## config.mk

```make
export PLATFORM = sky130hd
export DESIGN_NAME = bmhq_cmp
export DESIGN_NICKNAME = d
export VERILOG_FILES = /design/src/binary_max_heap_queue_defines.svh /design/src/bmhq_pkg.sv /design/src/bmhq_cmp.sv
export SDC_FILE = /design/constraint.sdc
export NUM_CORES = 1
export LEC_CHECK = 0
export BUFFER_PORTS_ARGS = -buffer_cell sky130_fd_sc_hd__buf_2
export CORE_MARGIN = 2
export CORE_UTILIZATION = 50
export DETAILED_ROUTE_END_ITERATION = 8
export PLACE_DENSITY = 0.8
export SLEW_MARGIN = 20
export SYNTH_ARGS = -nofsm -noshare
export SYNTH_HDL_FRONTEND = slang
export SYNTH_SLANG_ARGS = --single-unit
```

## constraint.sdc

```tcl
create_clock -name vclk -period 3.7
set_input_delay 0.37 -clock vclk [all_inputs]
set_output_delay 0.37 -clock vclk [all_outputs]
set_load 0.01 [all_outputs]
```

## src/binary_max_heap_queue_defines.svh

```systemverilog
// ----------------------------------------------------------------------------
// Binary max-heap queue assertion macros
// Shared concurrent assertion forms for the heap queue RTL. In synthesis the
// macros expand to nothing.
// ----------------------------------------------------------------------------
`ifndef BINARY_MAX_HEAP_QUEUE_DEFINES_SVH
`define BINARY_MAX_HEAP_QUEUE_DEFINES_SVH

`ifndef SYNTHESIS

// A condition that must hold at every clock edge outside reset.
`define BMHQ_ASSERT_ALWAYS(label, clk, rst, cond) \
   label: assert property (@(posedge clk) disable iff (rst) (cond)) \
      else $error("heap queue check failed");

// An antecedent that requires a consequent in the same cycle.
`define BMHQ_ASSERT_IMPL(label, clk, rst, ante, cons) \
   label: assert property (@(posedge clk) disable iff (rst) (ante) |-> (cons)) \
      else $error("heap queue check failed");

// An antecedent that requires a consequent in the following cycle.
`define BMHQ_ASSERT_NEXT(label, clk, rst, ante, cons) \
   label: assert property (@(posedge clk) disable iff (rst) (ante) |=> (cons)) \
      else $error("heap queue check failed");

`else

`define BMHQ_ASSERT_ALWAYS(label, clk, rst, cond)
`define BMHQ_ASSERT_IMPL(label, clk, rst, ante, cons)
`define BMHQ_ASSERT_NEXT(label, clk, rst, ante, cons)

`endif

`endif

```

## src/bmhq_pkg.sv

```systemverilog
// ----------------------------------------------------------------------------
// Binary max-heap queue package
// Key type, operation codes and status codes shared by the heap queue modules.
// ----------------------------------------------------------------------------
`timescale 1ns / 1ps
`default_nettype none

package bmhq_pkg;

   localparam int KEY_W = 32;

   typedef logic signed [KEY_W-1:0] key_type;

   // Operation carried by each request word.
   typedef enum logic [1:0] {
      OP_INSERT = 2'd0,
      OP_DELETE = 2'd1,
      OP_APPEND = 2'd2,
      OP_BUILD  = 2'd3
   } op_type;

   // Status returned with each response word.
   typedef enum logic [1:0] {
      ST_OK        = 2'd0,
      ST_OVERFLOW  = 2'd1,
      ST_UNDERFLOW = 2'd2
   } status_type;

   localparam key_type UNDERFLOW_KEY = -32'sd1;
   localparam key_type ZERO_KEY      = '0;

endpackage

`default_nettype wire

```

## src/bmhq_cmp.sv

```systemverilog
// ----------------------------------------------------------------------------
// Heap key comparator
// Shared signed compare-and-select unit. The challenger replaces the incumbent
// only when it is strictly larger.
// ----------------------------------------------------------------------------
`timescale 1ns / 1ps
`default_nettype none

module bmhq_cmp
   import bmhq_pkg::*;
(
   input  wire key_type incumbent,
   input  wire key_type challenger,
   output logic         challenger_wins,
   output key_type      max_key
);

   // Strict signed comparison keeps ties with the incumbent.
   always_comb begin
      challenger_wins = (challenger > incumbent);
      max_key         = challenger_wins ? challenger : incumbent;
   end

endmodule

`default_nettype wire

```

==> results.ini <==
[outcome]
outcome = finished, final reports clean

[layout]
diodes = 0
regArea_um2 = 0
drive_above_1_share_pct = 28.16
areaGrowthSynthToFinish_pct = 16.17
fillers = 501
final_common_cell = buf_2
num-clock-buffers = 0
seq_cells = 0
utilization_pct = 60.86
nets = 581
mostFrequentLayoutCells = buf_2 (97), nand2_1 (70), nand4_1 (40)

[route]
ant_nets = 0
dr.pass1.iters = 5
routedWlPerCell_um = 14.79
drc_errors = 0
post_drt_via_cell_ratio = 6.448
drt_iter0_drc = 377
num_vias = 3566
drt_wl_total_um = 8177

[logic_synthesis]
synth_area_per_cell_um2 = 6.411
ys_types = 28
yosys_warnings = 0
synth_compound_area_share_pct = 35.08
synthMuxAreaShare_pct = 0
synth_top_family_by_area = simple AND/OR/NAND/NOR gates
syn_area_um2 = 2693
synth_fp_nets = 516
synthAdderAreaFrac_pct = 14.87
syn_inst = 420
synth-simple-area-share_pct = 36.43
ys_seq_area_share_pct = 0
synth_xor_area_share_pct = 0

[clocking]
ctsHoldBuffers = 0
post_cts_resized = 0
post-cts-setup-buffers = 0

[floorplanning]
fp.dieArea_um2 = 5988
rows = 26
fp.dieW_um = 77.39
start_util_pct = 52.39
die_height_um = 77.39
coreArea_um2 = 5140
pin_count = 97

[setup_path]
critPathArrivalTime_ns = 2.97
start_kind = input pin
crit_required_ns = 3.33
worstSetupPathType = in -> out
endpoint_kind = primary output
path_max_fanout = 13

[sta]
fin_crit_sh_pct = 90.15
min_period_ns = 3.336
report.final.hold_viol_count = 0
setup_violations = 0
finalMaxSlewViolations = 0
slew_headroom_pct = 55.97
worst_pin_slew_ns = 0.6605
max_freq_mhz = 299.8
tns_ns = 0
rsz0062_at_grt = false

[global_routing]
antenna_found_initial = 0
grt_max_degree = 67
grt_pass1_vias = 3117
grt_pass1_wl_um = 13790
overflow = 0
track_usage_pct = 25.96

[power_and_ir_drop]
p_per_area_nw_per_um2 = 156.7
power_leakage_nw = 1.451
vdd_drop_max_mv = 0.09268

[job]
max_cap_viol_count = 0

[worst_hold_path]
min_to = max_key[27]
hold_depth = 4
hold_path.startpoint = incumbent[27]
hold_path.class = in -> out

[place]
dpl.hpwl_um = 5738
io_buffers = 97
place_congestion = 0.8843

-- per-layer routing --
metal	part of all wire [%]	vias up	global-route usage, %
met1	43	1645	34.77
met2	47	177	46.17
met5	0	-	0
met3	8.0	14	2.209
met4	1.1	0	3.750
li1	-	1730	-
-- worst max-delay path: stages --
cell      delay [ns]
buf_2           0.11
inv_1           0.05
ha_1            0.31
nand4_1         0.18
or4_2           0.89
buf_4           0.28
o211ai_1        0.23
a22oi_1         0.10
a31oi_1         0.15
nand4b_1        0.13
buf_2           0.16
-- logic make-up (layout without fill, tap and decap cells) --
group | Yosys count | in the layout
buffers and inverters | 79 | 142
and+or+nand+nor | 186 | 186
adders and majority gates | 32 | 32
AOI/OAI and AO/OA | 123 | 123
-- through the flow --
stage	area (um^2)	hold WS, ns	setup WS, ns	cells	total power [W]
6_report	3128	1.098	0.3643	553	0.0004902
5_1_grt	3128	1.120	0.1699	553	0.0005459
4_1_cts	3127	1.100	0.3880	553	0.0004862
3_5_place_dp	3127	1.099	0.3981	553	0.0004840
3_3_place_gp	3127	1.093	0.4558	553	0.0004738
2_1_floorplan	2693	0.8958	1.077	420	0.0003123
-- area by class of cell --
cell class / instances / area [um^2] / area share [%]
timing repair buffer: 108 / 568.0 / 18.16
inverter: 34 / 127.6 / 4.080
tap: 70 / 87.58 / 2.800
multi-input combinational: 341 / 2345 / 74.96
-- synth_stat cells (all sizes together) (2+ instances only) --
library cell / instances / share of area [%]
buf: 20 / 5.4
a31oi: 32 / 7.4
o211ai: 33 / 13
a21oi: 15 / 2.8
nand4: 40 / 9.3
inv: 34 / 4.7
nand2: 70 / 9.8
o21ai: 5 / 0.93
nor2: 35 / 5.0
or4: 2 / 0.56
ha: 32 / 15
clkbuf: 25 / 3.5
nand3: 3 / 0.56
nand4b: 32 / 10
a22oi: 33 / 9.2
-- worst max-delay path by stage --
stage | from | to | slack [ns] | cells past startpoint
detailed placement | incumbent[14] | max_key[28] | 0.40 | 11
finish | incumbent[14] | max_key[28] | 0.36 | 11
global placement | incumbent[14] | max_key[9] | 0.46 | 11
CTS | incumbent[14] | max_key[28] | 0.39 | 11
floorplan | incumbent[31] | challenger_wins | 1.08 | 9
global route | incumbent[14] | max_key[28] | 0.17 | 11
-- power by group --
group	internal (W)	leakage, nW	switching [W]
Clock	0	0	0
Sequential	0	0	0
Combinational	0.000198	1.45	0.000292
Total	0.000198	1.45	0.000292
Power figures use the tool's default switching activity.
